--- src/rtl/core/dics_pkg.sv ---
// dics_pkg: types, constants and codes shared by the discrete inverse-cdf sampler
// used by dics_front, dics_queue, dics_back and discrete_inverse_cdf_sampler
// no dependencies
package dics_pkg;

    // default table size and fixed field widths
    localparam int C_TABLE_DEPTH  = 256;
    localparam int C_WEIGHT_BITS  = 16;
    localparam int C_WEIGHT_W     = 16;
    localparam int C_UNIFORM_W    = 32;
    localparam int C_TOTAL_W      = 24;
    localparam int C_INDEX_W      = 8;
    localparam int C_COUNT_W      = 9;
    localparam int C_QUEUE_DEPTH  = 2;
    localparam int C_PADDR_W      = 3;

    // low weight bits that take part in the sum
    localparam logic [C_WEIGHT_W-1:0] C_WEIGHT_MASK =
        C_WEIGHT_W'((33'd1 << C_WEIGHT_BITS) - 33'd1);

    // saturation value of the running total
    localparam logic [C_TOTAL_W-1:0] C_TOTAL_MAX = {C_TOTAL_W{1'b1}};

    // register map (word index taken from paddr[2])
    localparam logic C_REG_ENTRY_COUNT = 1'b0;

    // input item as it arrives on the port
    typedef struct packed {
        logic                   func;
        logic                   restart;
        logic [C_WEIGHT_W-1:0]  weight;
        logic [C_UNIFORM_W-1:0] uniform;
    } t_in_item;

    // result item
    typedef struct packed {
        logic [C_INDEX_W-1:0] index;
        logic                 empty_total;
    } t_out_item;

    // command kinds after classification
    typedef enum logic {
        CMD_LOAD = 1'b0,
        CMD_DRAW = 1'b1
    } t_cmd_kind;

    // classified command carried through the queue
    typedef struct packed {
        t_cmd_kind              kind;
        logic                   restart;
        logic [C_WEIGHT_W-1:0]  weight;
        logic [C_UNIFORM_W-1:0] uniform;
    } t_cmd;

    // queue status seen by both sides
    typedef struct packed {
        logic full;
        logic empty;
    } t_q_status;

    // back-end sequencer states
    typedef enum logic [1:0] {
        S_IDLE,
        S_PREP,
        S_SEARCH,
        S_EMIT
    } t_back_state;

endpackage

--- src/rtl/core/dics_front.sv ---
// dics_front: accepts input items, classifies them and masks the weight
// depends on dics_pkg; pushes into dics_queue
module dics_front (
    input  logic                i_clk,
    input  logic                i_rst_n,
    input  logic                i_in_valid,
    output logic                o_in_stall,
    input  dics_pkg::t_in_item  i_in_data,
    input  dics_pkg::t_q_status i_q_status,
    output logic                o_push,
    output dics_pkg::t_cmd      o_push_data
);
    import dics_pkg::*;

    logic  r_valid, n_valid;
    t_cmd  r_cmd, n_cmd;
    logic  accept;

    // hold stage: stall only while it is full and the queue cannot take it
    assign o_in_stall  = r_valid && i_q_status.full;
    assign accept      = i_in_valid && !o_in_stall;
    assign o_push      = r_valid && !i_q_status.full;
    assign o_push_data = r_cmd;

    // classify the incoming transfer
    always_comb begin
        n_cmd.kind    = i_in_data.func ? CMD_DRAW : CMD_LOAD;
        n_cmd.restart = i_in_data.restart;
        n_cmd.weight  = i_in_data.weight & C_WEIGHT_MASK;
        n_cmd.uniform = i_in_data.uniform;
        if (accept) begin
            n_valid = 1'b1;
        end else if (o_push) begin
            n_valid = 1'b0;
        end else begin
            n_valid = r_valid;
        end
    end

    // hold stage registers
    always_ff @(posedge i_clk) begin
        if (!i_rst_n) begin
            r_valid <= 1'b0;
        end else begin
            r_valid <= n_valid;
        end
        if (accept) begin
            r_cmd <= n_cmd;
        end
    end

endmodule

--- config.mk ---
export PLATFORM = sky130hd
export DESIGN_NAME = dics_front
export DESIGN_NICKNAME = d
export VERILOG_FILES = /design/src/rtl/core/dics_pkg.sv /design/src/rtl/core/dics_front.sv
export SDC_FILE = /design/constraint.sdc
export NUM_CORES = 1
export LEC_CHECK = 0
export ABC_AREA = 1
export BUFFER_PORTS_ARGS = -buffer_cell sky130_fd_sc_hd__buf_4
export CORE_MARGIN = 4
export CORE_UTILIZATION = 40
export DETAILED_ROUTE_END_ITERATION = 7
export MAX_ROUTING_LAYER = met4
export PLACE_DENSITY = 0.78
export SYNTH_ARGS = -nofsm -noshare
export SYNTH_HDL_FRONTEND = slang
export SYNTH_SLANG_ARGS = --single-unit
--- constraint.sdc ---
create_clock -name i_clk -period 4.15 [get_ports i_clk]
set_input_delay 0.6225 -clock i_clk [delete_from_list [all_inputs] [get_ports i_clk]]
set_output_delay 0.6225 -clock i_clk [all_outputs]
set_load 0.01 [all_outputs]
==> metrics <==
status=finished clean; gr ovfl total=0; Critical Path Max Stage Delay=950 ps; # IOs=107; top-area cell type share of the netlist area=0.9631; CP required=4060 ps; Min Clock Period, post-route=1923 ps; Port Buffer Count=105; net count after synthesis=114; cell taking the most area after synthesis=edfxtp_1; VDD IR-drop max=0.2778 mV; Tightest Pin Transition=1277 ps; Mapped Avg Cell Area=26.42 um^2; CP max FO=50; CP cell instances=buf_4 > nand2_2 > inv_2 > nor2_4; hold slack=485.4 ps; share of post-route cells with drive strength above 1=0.6802; Reg area=1521 um^2; Post-Route Utilization=0.6737; clk buf depth=2; Total GRT Usage=0.1470; n_diodes=0; CTS Root Cell=clkbuf_8; Post-route DRC=0; setup TNS=0 ps; Worst Hold Launch=r_valid$_SDFFE_PN0P_; Setup Viol. Count Final=0; CTS Buf Count=5; max_cap viols=0; cells resized by post-CTS repair=0; synthesis-stage register bit count=51; Reg-to-Reg End=o_push_data[30]$_DFFE_PP_; startpoint types=primary input; delay-heaviest family, CP=simple AND/OR/NAND/NOR gates; Synth area leaders=edfxtp_1 (96%), dfxtp_1 (1.3%), inv_1 (0.72%), a21oi_2 (0.56%), nor2_1 (0.48%); largest net degree at the start of global routing=51; Area growth syn-to-layout=60.59%; placed cells=212; sequential share of the synthesized area=0.9759; Final Max Tran Viols=0; FP Rows=22; Worst Reg-to-Reg Cells=3; area of the multi-input gates=30.03 um^2; initial antenna violation count=0; Fill cells=240; Final Skew=3.788 ps; Relative slew margins=0.1466; Clock Pin Slew Worst Setup and Hold Paths=80 ps; Final Net Count=226; Syn Std Cell Area=1559 um^2; die height=70.43 um; Antenna Nets Post-Route=0; Setup crit end kind=flip-flop; reg2reg start=r_valid$_SDFFE_PN0P_; Achievable Freq=520.1 MHz; initial drt markers=40; vias in the first global route=1078; final cell count without fillers=220; Clock Latency Late Sink=290 ps; dpl hpwl=2.698 mm; Worst Hold End=r_valid$_SDFFE_PN0P_; crit path max-delay cell type=nor2_4; Routed WL=3.392 mm; Fin. Hold Viols=0; Final Wtd Congestion=0.7258; Pre-antenna DRT Iters=4; Hold Path Stages=2; critical path class=in -> reg; CTS H-tree depth=2; routed vias=949; die area=4960 um^2; vias per std cell=4.314; Syn Inst Count=59; crit path DAT=1830 ps; synth warn=0; Setup Buffers After CTS=0; Chip Width=70.43 um; CORE AREA=3716 um^2; clock sinks=51; Starting Density=0.4195; RSZ-0062 raised after global routing=false; Pwr Density=395.3 nW/um^2; first-pass GRT wire length=5.140 mm; Synth cell types=7; CTS tree=built; Hold Buf Count CTS=0; Final Power=0.9897 mW; crit path buf inv count=2; period utilization=0.4633; setup slack on the worst flop-to-flop path=2350 ps; per-cell routed wire length=15.42 um; class of the worst hold path=reg -> reg; static leakage=1.067 nW
-- cell usage in the layout, fill, tap and decap left out --
cell type and count:
a21oi_2 1, buf_4 105, clkbuf_8 5, clkinv_2 1, clkinvlp_4 2, dfxtp_1 1
edfxtp_1 50, inv_1 3, inv_2 1, nand2_2 1, nor2_1 1, nor2_4 1
-- worst max path at each step --
stage / from / endpoint / slack [ps] / cells past startpoint
floorplan: i_q_status[1] / o_push_data[0]$_DFFE_PP_ / 830 / 3
global placement: i_q_status[1] / o_push_data[37]$_DFFE_PP_ / 1970 / 4
detailed placement: i_q_status[1] / o_push_data[36]$_DFFE_PP_ / 1890 / 4
CTS: i_q_status[1] / o_push_data[35]$_DFFE_PP_ / 2220 / 4
global route: i_q_status[1] / o_push_data[42]$_DFFE_PP_ / 2100 / 4
finish: i_q_status[1] / o_push_data[30]$_DFFE_PP_ / 2230 / 4
-- power by group --
group	internal, mW	switching [mW]	total [mW]
sequential	0.601	0.00827	0.610
combinational	0.0655	0.0475	0.113
clock	0.117	0.150	0.267
-- cells in the mapped netlist, drive strengths merged --
master and instances:
dfxtp 1, inv 4, edfxtp 50, a21oi 1
nor2 2, nand2 1
-- per-layer routing --
metal	vias up	track usage	routed length (um)
li1	447	-	-
met5	-	-	0
met1	426	0.1333	1054
met3	7	0.09640	555
met2	69	0.2328	1721
met4	0	0.07660	60
-- tightest hold or removal path, cell delays in order (launching register included) --
cell and delay (ps):
dfxtp_1 330, nand2_2 70, a21oi_2 50
-- registers in the layout, indices dropped and copies added, names as in the netlist --
register / count
o_push_data: 50
r_valid: 1
-- through the flow --
step | area [um^2] | setup WS [ps]
4_1_cts | 2504 | 2217
5_1_grt | 2504 | 2100
3_5_place_dp | 2415 | 1894
2_1_floorplan | 1559 | 829.7
6_report | 2504 | 2227
3_3_place_gp | 2415 | 1969
-- final cells by class --
type / count / area share
clock buffer: 5 / 0.02749
clock inverter: 3 / 0.007996
inverter: 4 / 0.005997
multi-input combinational: 4 / 0.01199
sequential: 51 / 0.6077
tap: 48 / 0.02399
timing repair buffer: 105 / 0.3148
-- cells by family (layout without fill, tap and decap cells) --
| family | after synthesis | in the layout | share of synthesized area |
|---|---|---|---|
| flip-flops | 51 | 51 | 0.9759 |
| buffers and inverters | 4 | 117 | 0.009628 |
| AND/OR/NAND/NOR | 3 | 3 | 0.008833 |
| AO/OA/AOI/OAI | 1 | 1 | 0.005619 |
No activity file was read; power rests on OpenSTA's default activity.
