$ cat config.mk
export PLATFORM = sky130hd
export DESIGN_NAME = dics_queue
export DESIGN_NICKNAME = d
export VERILOG_FILES = /design/src/rtl/core/dics_pkg.sv /design/src/rtl/core/dics_queue.sv
export SDC_FILE = /design/constraint.sdc
export NUM_CORES = 1
export LEC_CHECK = 0
export BUFFER_PORTS_ARGS = -buffer_cell sky130_fd_sc_hd__buf_2
export CORE_MARGIN = 2
export CORE_UTILIZATION = 47
export DETAILED_ROUTE_END_ITERATION = 10
export PLACE_DENSITY = 0.81
export SKIP_LAST_GASP = 1
export SYNTH_ARGS = -nofsm -noshare
export SYNTH_HDL_FRONTEND = slang
export SYNTH_SLANG_ARGS = --single-unit
$ cat constraint.sdc
create_clock -name i_clk -period 5.48 [get_ports i_clk]
set_input_delay 0.548 -clock i_clk [delete_from_list [all_inputs] [get_ports i_clk]]
set_output_delay 0.548 -clock i_clk [all_outputs]
set_load 0.1 [all_outputs]
$ cat src/rtl/core/dics_pkg.sv
// dics_pkg: types, constants and codes shared by the discrete inverse-cdf sampler
// used by dics_front, dics_queue, dics_back and discrete_inverse_cdf_sampler
// no dependencies
package dics_pkg;

    // default table size and fixed field widths
    localparam int C_TABLE_DEPTH  = 256;
    localparam int C_WEIGHT_BITS  = 16;
    localparam int C_WEIGHT_W     = 16;
    localparam int C_UNIFORM_W    = 32;
    localparam int C_TOTAL_W      = 24;
    localparam int C_INDEX_W      = 8;
    localparam int C_COUNT_W      = 9;
    localparam int C_QUEUE_DEPTH  = 2;
    localparam int C_PADDR_W      = 3;

    // low weight bits that take part in the sum
    localparam logic [C_WEIGHT_W-1:0] C_WEIGHT_MASK =
        C_WEIGHT_W'((33'd1 << C_WEIGHT_BITS) - 33'd1);

    // saturation value of the running total
    localparam logic [C_TOTAL_W-1:0] C_TOTAL_MAX = {C_TOTAL_W{1'b1}};

    // register map (word index taken from paddr[2])
    localparam logic C_REG_ENTRY_COUNT = 1'b0;

    // input item as it arrives on the port
    typedef struct packed {
        logic                   func;
        logic                   restart;
        logic [C_WEIGHT_W-1:0]  weight;
        logic [C_UNIFORM_W-1:0] uniform;
    } t_in_item;

    // result item
    typedef struct packed {
        logic [C_INDEX_W-1:0] index;
        logic                 empty_total;
    } t_out_item;

    // command kinds after classification
    typedef enum logic {
        CMD_LOAD = 1'b0,
        CMD_DRAW = 1'b1
    } t_cmd_kind;

    // classified command carried through the queue
    typedef struct packed {
        t_cmd_kind              kind;
        logic                   restart;
        logic [C_WEIGHT_W-1:0]  weight;
        logic [C_UNIFORM_W-1:0] uniform;
    } t_cmd;

    // queue status seen by both sides
    typedef struct packed {
        logic full;
        logic empty;
    } t_q_status;

    // back-end sequencer states
    typedef enum logic [1:0] {
        S_IDLE,
        S_PREP,
        S_SEARCH,
        S_EMIT
    } t_back_state;

endpackage

$ cat src/rtl/core/dics_queue.sv
// dics_queue: short command queue between front and back end
// depends on dics_pkg
module dics_queue (
    input  logic                i_clk,
    input  logic                i_rst_n,
    input  logic                i_push,
    input  dics_pkg::t_cmd      i_push_data,
    input  logic                i_pop,
    output dics_pkg::t_cmd      o_pop_data,
    output dics_pkg::t_q_status o_status
);
    import dics_pkg::*;

    localparam int PTR_W = (C_QUEUE_DEPTH > 1) ? $clog2(C_QUEUE_DEPTH) : 1;
    localparam int CNT_W = $clog2(C_QUEUE_DEPTH + 1);
    localparam logic [PTR_W-1:0] LAST = PTR_W'(C_QUEUE_DEPTH - 1);
    localparam logic [CNT_W-1:0] FULL = CNT_W'(C_QUEUE_DEPTH);

    t_cmd             r_slot [C_QUEUE_DEPTH];
    logic [PTR_W-1:0] r_wr_ptr, n_wr_ptr;
    logic [PTR_W-1:0] r_rd_ptr, n_rd_ptr;
    logic [CNT_W-1:0] r_count,  n_count;
    logic             do_push, do_pop;

    assign o_status.full  = (r_count == FULL);
    assign o_status.empty = (r_count == '0);
    assign do_push        = i_push && !o_status.full;
    assign do_pop         = i_pop && !o_status.empty;
    assign o_pop_data     = r_slot[r_rd_ptr];

    // pointer and fill count update
    always_comb begin
        n_wr_ptr = r_wr_ptr;
        n_rd_ptr = r_rd_ptr;
        n_count  = r_count;
        if (do_push) begin
            n_wr_ptr = (r_wr_ptr == LAST) ? '0 : r_wr_ptr + PTR_W'(1);
        end
        if (do_pop) begin
            n_rd_ptr = (r_rd_ptr == LAST) ? '0 : r_rd_ptr + PTR_W'(1);
        end
        if (do_push && !do_pop) begin
            n_count = r_count + CNT_W'(1);
        end else if (do_pop && !do_push) begin
            n_count = r_count - CNT_W'(1);
        end
    end

    always_ff @(posedge i_clk) begin
        if (!i_rst_n) begin
            r_wr_ptr <= '0;
            r_rd_ptr <= '0;
            r_count  <= '0;
        end else begin
            r_wr_ptr <= n_wr_ptr;
            r_rd_ptr <= n_rd_ptr;
            r_count  <= n_count;
        end
        if (do_push) begin
            r_slot[r_wr_ptr] <= i_push_data;
        end
    end

endmodule

==> results.md, run 1 <==
- Post-DP HPWL: 3873 µm
- Fillers: 619
- Netlist Area Pre-Place: 3829 µm²
- CTS H-tree lvls: 3
- Die ar.: 8884 µm²
- TritonCTS buffer count: 9
- Dominant synthesized flop cell: edfxtp_1
- Placed insts: 384
- Vias in the first global route: 2,016
- YS warnings: 0
- Worst path bufs/invs: 1
- Number of enable flip-flop cells after synthesis: 100
- Setup crit end kind: output pin
- Crit share post-route: 51.04%
- Clk buf depth: 2
- CTS Sinks: 105
- Non-filler instance count after layout: 399
- Setup Viol. Count Final: 0
- Asr flop ratio synth: 0%
- Core Footprint: 7807 µm²
- GP Congestion: 0.6812
- Seq cells post-synth: 105
- Critical Path Source Type: flop
- First-pass detailed-route iteration total: 4
- Drt drc: 0
- Hold Buf Count CTS: 0
- Fmax: 0.3575 GHz
- Vias: 1,922
- Avg Inst Size Synth: 21.15 µm²
- Area growth syn-to-layout: 21.50%
- First-pass GRT wire length: 9204 µm
- Diodes inserted: 0
- Synth top area share: 78.43%
- Global Route Usage Sum: 14.06%
- Period minus WS final: 2797 ps
- Max cap viols: 0
- Final hold violations: 0
- Slew @ Worst Pin: 1205 ps
- Critical Path AT: 2250 ps
- Die X: 94.26 µm
- Post-synthesis sequential area ratio: 81.05%
- Max stage delay on crit path: 1090 ps
- Fraction of layout cells with a size suffix above 1: 56.90%
- Post-CTS sizing: 0
- Post-Route WL: 6055 µm
- Post-synth top cells: edfxtp_1, mux2_2, buf_2, dfxtp_1, mux2_1
- Crit-path slowest cell: dfxtp_2
- Crit path max fanout: 50
- Min-delay worst type: in -> reg
- Die Y-Extent: 94.26 µm
- Antenna viol nets, final: 0
- Critical-path cell list: mux2_2, buf_2
- Worst Path Required: 4930 ps
- Final net count: 348
- Count leader, synth: edfxtp_1
- Clk_lat worst skew: 350 ps
- CTS clk-pin slew, worst paths: 90 ps
- Status: completed
- Largest net degree at the start of global routing: 51
- Io pins: 106
- Synth area leaders: edfxtp_1, mux2_2, dfxtp_1, mux2_1, buf_2
- RSZ-0062 raised after global routing: no
- Syn Inst Count: 181
- Syn_nets: 236
- Starting Density: 49.04%
- Root buffer cell: clkbuf_8
- Site Rows: 32
- Total negative slack: 0 ps
- Initial antenna violation count: 0
- Via-to-Cell Ratio: 4.817
- Routed WL per cell: 15.18 µm
- Synth area leader: edfxtp_1
- Fin. max-slew vios: 0
- Synth cell types: 22
- Skew final: 7.457 ps
- Worst slew margin: 19.40%
- Post-CTS Setup Bufs: 0
- Top delay family on crit path: flip-flops
- CTS tree: built
- Initial DRC count: 47
- Crit path kind: reg -> out
- IO Port Bufs: 105
- Grt total ovfl: 0
- Hold Slack: 378.1 ps
==> routing by layer <==
metal	wire length, µm	global-route usage, %
met1	2487	16.41
met2	3133	23.99
met3	350	3.772
met4	83	6.884
met5	0	0
==> final cells by class <==
cell class	instances	area (µm²)	area share, %
multi-input cells	68	696.9	14.98
repair buffers	107	540.5	11.62
clock buffers	10	127.6	2.743
well taps	102	127.6	2.743
flip-flops and latches	105	3104	66.73
inverters	2	7.507	0.1614
clock inverters	5	47.55	1.022
==> cell usage in the layout, fill, tap and decap left out <==
cell       instances
inv_2              1
nor2_1             2
mux2_2            46
edfxtp_1         100
or3_1              1
clkbuf_1           1
o21a_1             1
buf_2            105
xor2_1             1
xnor2_1            2
a21boi_1           1
buf_4              2
nor3_4             1
mux2_1             4
clkinv_2           2
nand2b_1           1
clkbuf_8           9
o21ai_1            1
a21boi_0           1
dfxtp_1            4
clkinv_1           2
bufinv_16          1
and2_1             3
inv_1              1
dfxtp_2            1
o21ai_0            1
ha_1               1
and3_2             1
==> path summary, 6_finish.rpt <==
check | slack (ps) | cells past startpoint | startpoint | end
setup / recovery | 2680 | 2 | flop | o_pop_data[36]
hold / removal | 380 | 1 | i_push_data[35] | r_slot[0][35]
setup reg to reg | 3040 | 4 | r_count[0] | r_slot[0][6]
hold reg to reg | 540 | 2 | r_count[1] | r_count[1]
==> through the flow <==
step           utilization (%)  cell area, µm²  setup WS, ps
3_5_place_dp             57.34            4477          2919
5_1_grt                  59.58            4652          2553
2_1_floorplan                -            3829          2248
4_1_cts                  59.58            4652          2631
3_3_place_gp             57.34            4477          2938
6_report                 59.58            4652          2683
==> flip-flops by register name (all words and copies together), names as in the netlist, named ones only <==
name,count
r_slot,100
r_count,2
r_rd_ptr,1
r_wr_ptr,1
==> worst reg2reg max path, delay by kind of cell (launching register included) <==
kind	cells	cell delay, ps
simple gates	2	1100
flops	1	420
buf+inv	2	580
==> kinds of logic (layout without fill, tap and decap cells) <==
family,Yosys count,after routing,synth area share (%)
compound gates,5,5,0.8496
xor+xnor,3,3,0.6864
fa+ha+maj,1,1,0.3267
buf+inv,8,124,0.9473
flops,105,105,81.05
mux,50,50,14.71
simple gates,9,9,1.438
Power of run 1 is left out: the tool's default activity adds up to more than one toggle a clock period on the data nets, which glitch-free logic cannot reach.
==> run 2, diff against run 1 <==
- clock period: 5.48 -> 2.61 ns (I/O delays scaled with it)
==> run 2 against run 1 <==
  * Via count increased by 1.7%
  * Cell count increased by 1.3%
  * Clock skew increased by 2.5 ps
  * Highest routed layer unchanged
  * Wire length rose by 4.6%
  * First-iteration DRC count rose by 26%
  * Core utilization is 1.3 points higher
  * Flip-flop and latch count unchanged
  * Critical path type unchanged
  * Sequential share of layout area decreased by 1.4 points
  * Non-clock buffer count up 4
  * Critical endpoint is now o_pop_data[15]
==> results.md, run 2 (synthesis gave the netlist of run 1 again) <==
- CTS Sinks: 105
- Critical-path cell list: buf_4, mux2_2, buf_2
- Vias: 1,954
- Clk_lat worst skew: 360 ps
- Total negative slack: 0 ps
- Largest register FFs: 100
- CTS tree: built
- Slew @ Worst Pin: 488.2 ps
- R2R setup slack: 920 ps
- Post-CTS Setup Bufs: 0
- Setup crit end kind: output pin
- R2R cell count: 3
- Most frequent cells in the layout: buf_2, edfxtp_1, mux2_2
- Vias in the first global route: 2,044
- Status: completed
- Grt total ovfl: 0
- Root buffer cell: clkbuf_8
- Post-DP HPWL: 4331 µm
- CTS H-tree lvls: 3
- Top reg by flops: r_slot
- Worst slew margin: 67.45%
- Diodes inserted: 0
- Crit share post-route: 76.10%
- Hold path depth: 1
- Fmax: 0.5035 GHz
- Io pins: 106
- GP Congestion: 0.6820
- Critical Path Source Type: flop
- Period minus WS final: 1986 ps
- Leading cell type in the layout, fill and taps excluded: buf_2
- Drt drc: 0
- Routed WL per cell: 15.68 µm
- Die X: 94.26 µm
- Final net count: 352
- Critical Path AT: 1730 ps
- Final hold violations: 0
- Post-CTS sizing: 0
- Min-delay worst type: in -> reg
- CTS clk-pin slew, worst paths: 90 ps
- Hold Buf Count CTS: 0
- Via-to-Cell Ratio: 4.837
- Antenna viol nets, final: 0
- IO Port Bufs: 105
- Skew final: 9.980 ps
- Die ar.: 8884 µm²
- Area growth syn-to-layout: 24.15%
- Fillers: 608
- First-pass GRT wire length: 9522 µm
- Die Y-Extent: 94.26 µm
- Site Rows: 32
- Fraction of layout cells with a size suffix above 1: 57.62%
- Largest registers: r_slot x100, r_count x2
- Initial DRC count: 59
- First-pass detailed-route iteration total: 4
- RSZ-0062 raised after global routing: no
- Largest net degree at the start of global routing: 33
- Setup Viol. Count Final: 0
- TritonCTS buffer count: 9
- Initial antenna violation count: 0
- Max cap viols: 0
- Crit path max fanout: 28
- Core Footprint: 7807 µm²
- Clk buf depth: 2
- Worst Path Required: 2350 ps
- Post-Route WL: 6335 µm
- Fin. max-slew vios: 0
- Global Route Usage Sum: 14.83%
- Max stage delay on crit path: 390 ps
- Crit-path slowest cell: mux2_2
- Crit path kind: reg -> out
- Starting Density: 49.04%
## run 2: final timing paths
path                    from              to
max                     flop  o_pop_data[15]
min          i_push_data[24]   r_slot[0][24]
max reg2reg       r_count[0]   r_slot[1][22]
min reg2reg       r_count[1]      r_count[1]
## run 2: per-stage QoR
step / area (µm²) / instances / hold WS, ps / setup WS, ps / utilization, %
2_1_floorplan: 3835 / 181 / 359.9 / 140.2 / -
3_3_place_gp: 4519 / 388 / 448.3 / 938.2 / 57.88
3_5_place_dp: 4519 / 388 / 452.2 / 902.1 / 57.88
4_1_cts: 4753 / 404 / 64.46 / 592.9 / 60.88
5_1_grt: 4753 / 404 / 60.67 / 537.1 / 60.88
6_report: 4753 / 404 / 86.07 / 623.9 / 60.88
## run 2: area by class of cell
| cell class | instances | area (µm²) | area share, % |
|---|---|---|---|
| Sequential cell | 105 | 3104 | 65.31 |
| Multi-Input combinational cell | 68 | 696.9 | 14.66 |
| Timing Repair Buffer | 111 | 583.1 | 12.27 |
| Clock buffer | 10 | 127.6 | 2.685 |
| Tap cell | 102 | 127.6 | 2.685 |
| Clock inverter | 6 | 106.4 | 2.237 |
| Inverter | 2 | 7.507 | 0.1579 |
## run 2: worst max-delay path: cells and delay by family (launching register included)
| kind | cells | cell delay [ps] |
|---|---|---|
| buffers and inverters | 2 | 630 |
| muxes | 1 | 390 |
| DFF | 1 | 330 |
## run 2: metal layers
metal | vias up | track usage (%) | part of all wire, %
met5 | - | 0 | 0
met4 | 0 | 6.763 | 1.8
met3 | 10 | 4.173 | 6.0
met2 | 61 | 25.89 | 51
met1 | 944 | 16.86 | 41
li1 | 939 | - | -
Power of run 2 is left out for the same reason.
==> run 3, diff against run 2 <==
- CORE_UTILIZATION: 47 -> 46
- PLACE_DENSITY: 0.81 -> 0.82
- clock period: 2.61 -> 1.75 ns (I/O delays scaled with it)
==> run 3 against run 2 <==
  * Clock skew down 1.5 ps
  * Critical path depth did not move
  * Via count up 7.6%
  * Worst setup slack got worse by 610 ps
  * Global-route usage is 1.2 points higher
  * Critical path type unchanged
==> results.md, run 3 (synthesis gave the netlist of run 1 again) <==
- Peak VDD IR: 1032 µV
- RSZ-0062 raised after global routing: yes
- Antenna viol nets, final: 0
- Min-delay worst type: in -> reg
- Via-to-Cell Ratio: 4.769
- Final net count: 386
- Min setup slack post-route: 16.90 ps
- GRT met1 Usage: 18.39%
- CTS Sinks: 105
- Period minus WS final: 1733 ps
- Worst path bufs/invs: 2
- Design Area, Final: 5455 µm²
- Setup Viol. Count Final: 0
- Slew @ Worst Pin: 505.4 ps
- Routed WL per cell: 16.95 µm
- Final Core Density: 67.07%
- Global Route Usage Sum: 16.04%
- Crit path max fanout: 13
- Crit-path slowest cell: dfxtp_4
- Most frequent cells in the layout: edfxtp_1, buf_2, mux2_2
- Largest register FFs: 100
- Vias: 2,103
- Die Y-Extent: 95.23 µm
- Met3 usage: 3.715%
- CTS clk-pin slew, worst paths: 90 ps
- Clk buf depth: 2
- Pre-CTS setup slack: 248.3 ps
- Fmax: 0.5770 GHz
- DP Area: 4569 µm²
- Die X: 95.23 µm
- Crit share post-route: 99.03%
- Skew final: 8.460 ps
- GRT Max-Usage Layer: met2
- Leading cell type in the layout, fill and taps excluded: edfxtp_1
- First-pass GRT wire length: 10,510 µm
- Fraction of layout cells with a size suffix above 1: 52.98%
- Io pins: 106
- Core Footprint: 8134 µm²
- Initial DRC count: 70
- Die ar.: 9069 µm²
- GRT met2 Usage: 28.99%
- Critical-path cell list: buf_16, mux2_2, buf_4
- Worst slew margin: 66.54%
- Critical Path Source Type: flop
- Largest registers: r_slot x100, r_count x2
- GP Congestion: 0.6803
- First-pass detailed-route iteration total: 4
- Post-Route WL: 7476 µm
- Fillers: 566
- CTS H-tree lvls: 3
- Fin. max-slew vios: 0
- TritonCTS buffer count: 9
- Max cap viols: 0
- Status: completed
- Total negative slack: 0 ps
- Top delay family on crit path: flip-flops
- Vias in the first global route: 2,188
- Initial antenna violation count: 0
- Site Rows: 33
- IO Port Bufs: 105
- CTS tree: built
- Static leakage: 2.040 nW
- Post-DP HPWL: 4200 µm
- Final hold violations: 0
- Area growth syn-to-layout: 42.48%
- Post-CTS Setup Bufs: 0
- Clk_lat worst skew: 350 ps
- Crit path kind: reg -> out
- Grt total ovfl: 0
- Diodes inserted: 0
- Setup crit end kind: output pin
- P per Cell Area: 1852 nW/µm²
- Max stage delay on crit path: 440 ps
- Root buffer cell: clkbuf_8
- Critical Path AT: 1560 ps
- Worst Path Required: 1570 ps
- Drt drc: 0
- Largest net degree at the start of global routing: 29
- Top reg by flops: r_slot
- Starting Density: 47.07%
## run 3: changes by cell type in the layout (fill, tap and decap cells not counted), sizes merged
cell         previous run  this run
buf                   111       112
bufinv                  3         2
clkbuf                 10        12
clkinv                  3         2
clkinvlp                0         1
dlygate4sd3             0        32
## run 3: timing repair
item,CTS,global route
resized for setup,66,26
hold endpoints to repair,56,0
endpoints found under the setup margin,50,27
hold buffers,32,0
cloned,2,1
## run 3: layer usage
layer  wire, µm  part of all wire [%]  up-vias
met5          0                     0        -
met1       2908                    39     1021
met4         93                   1.2        0
li1           -                     -     1007
met2       4115                    55       65
met3        359                   4.8       10
## run 3: path summary, 6_finish.rpt
path,start,to,slack (ps),cells after the start
hold / removal,i_push_data[15],r_slot[1][15],20,1
hold reg to reg,r_count[1],r_count[1],570,2
setup / recovery,flop,o_pop_data[36],20,3
setup reg to reg,r_count[1],r_count[1],230,6
## run 3: worst reg2reg max path, cell delays in order, from the launching register on
cell and delay [ps]:
dfxtp_1 440, nand2b_4 110, inv_8 70, nor2_1 40
ha_1 320, or3_1 350, a21boi_1 140
## run 3: report_power, final
part	total (mW)	leakage, nW	switching (mW)	internal (mW)
logic	5.25	0.963	3.78	1.47
registers	3.30	0.976	0.137	3.16
clock network	1.56	0.101	0.751	0.805
total	10.1	2.04	4.67	5.43
## run 3: final cells by class
cell class                      instances  area (µm²)  area share [%]
Clock buffer                           11       131.4           2.408
Clock inverter                          5       80.08           1.468
Inverter                                2       15.01          0.2752
Multi-Input combinational cell         68       704.4           12.91
Sequential cell                       105        3108           56.97
Tap cell                              105       131.4           2.408
Timing Repair Buffer                  145        1285           23.56
## run 3: metrics by stage
step,hold slack [ps],power [mW],std cells
finish,19.57,10.10,441
global placement,362.1,7.828,390
floorplan,273.9,7.183,181
detailed placement,366.2,7.883,390
global route,-1.693,10.44,441
CTS,0.2915,9.965,440
Power figures use the tool's default switching activity.
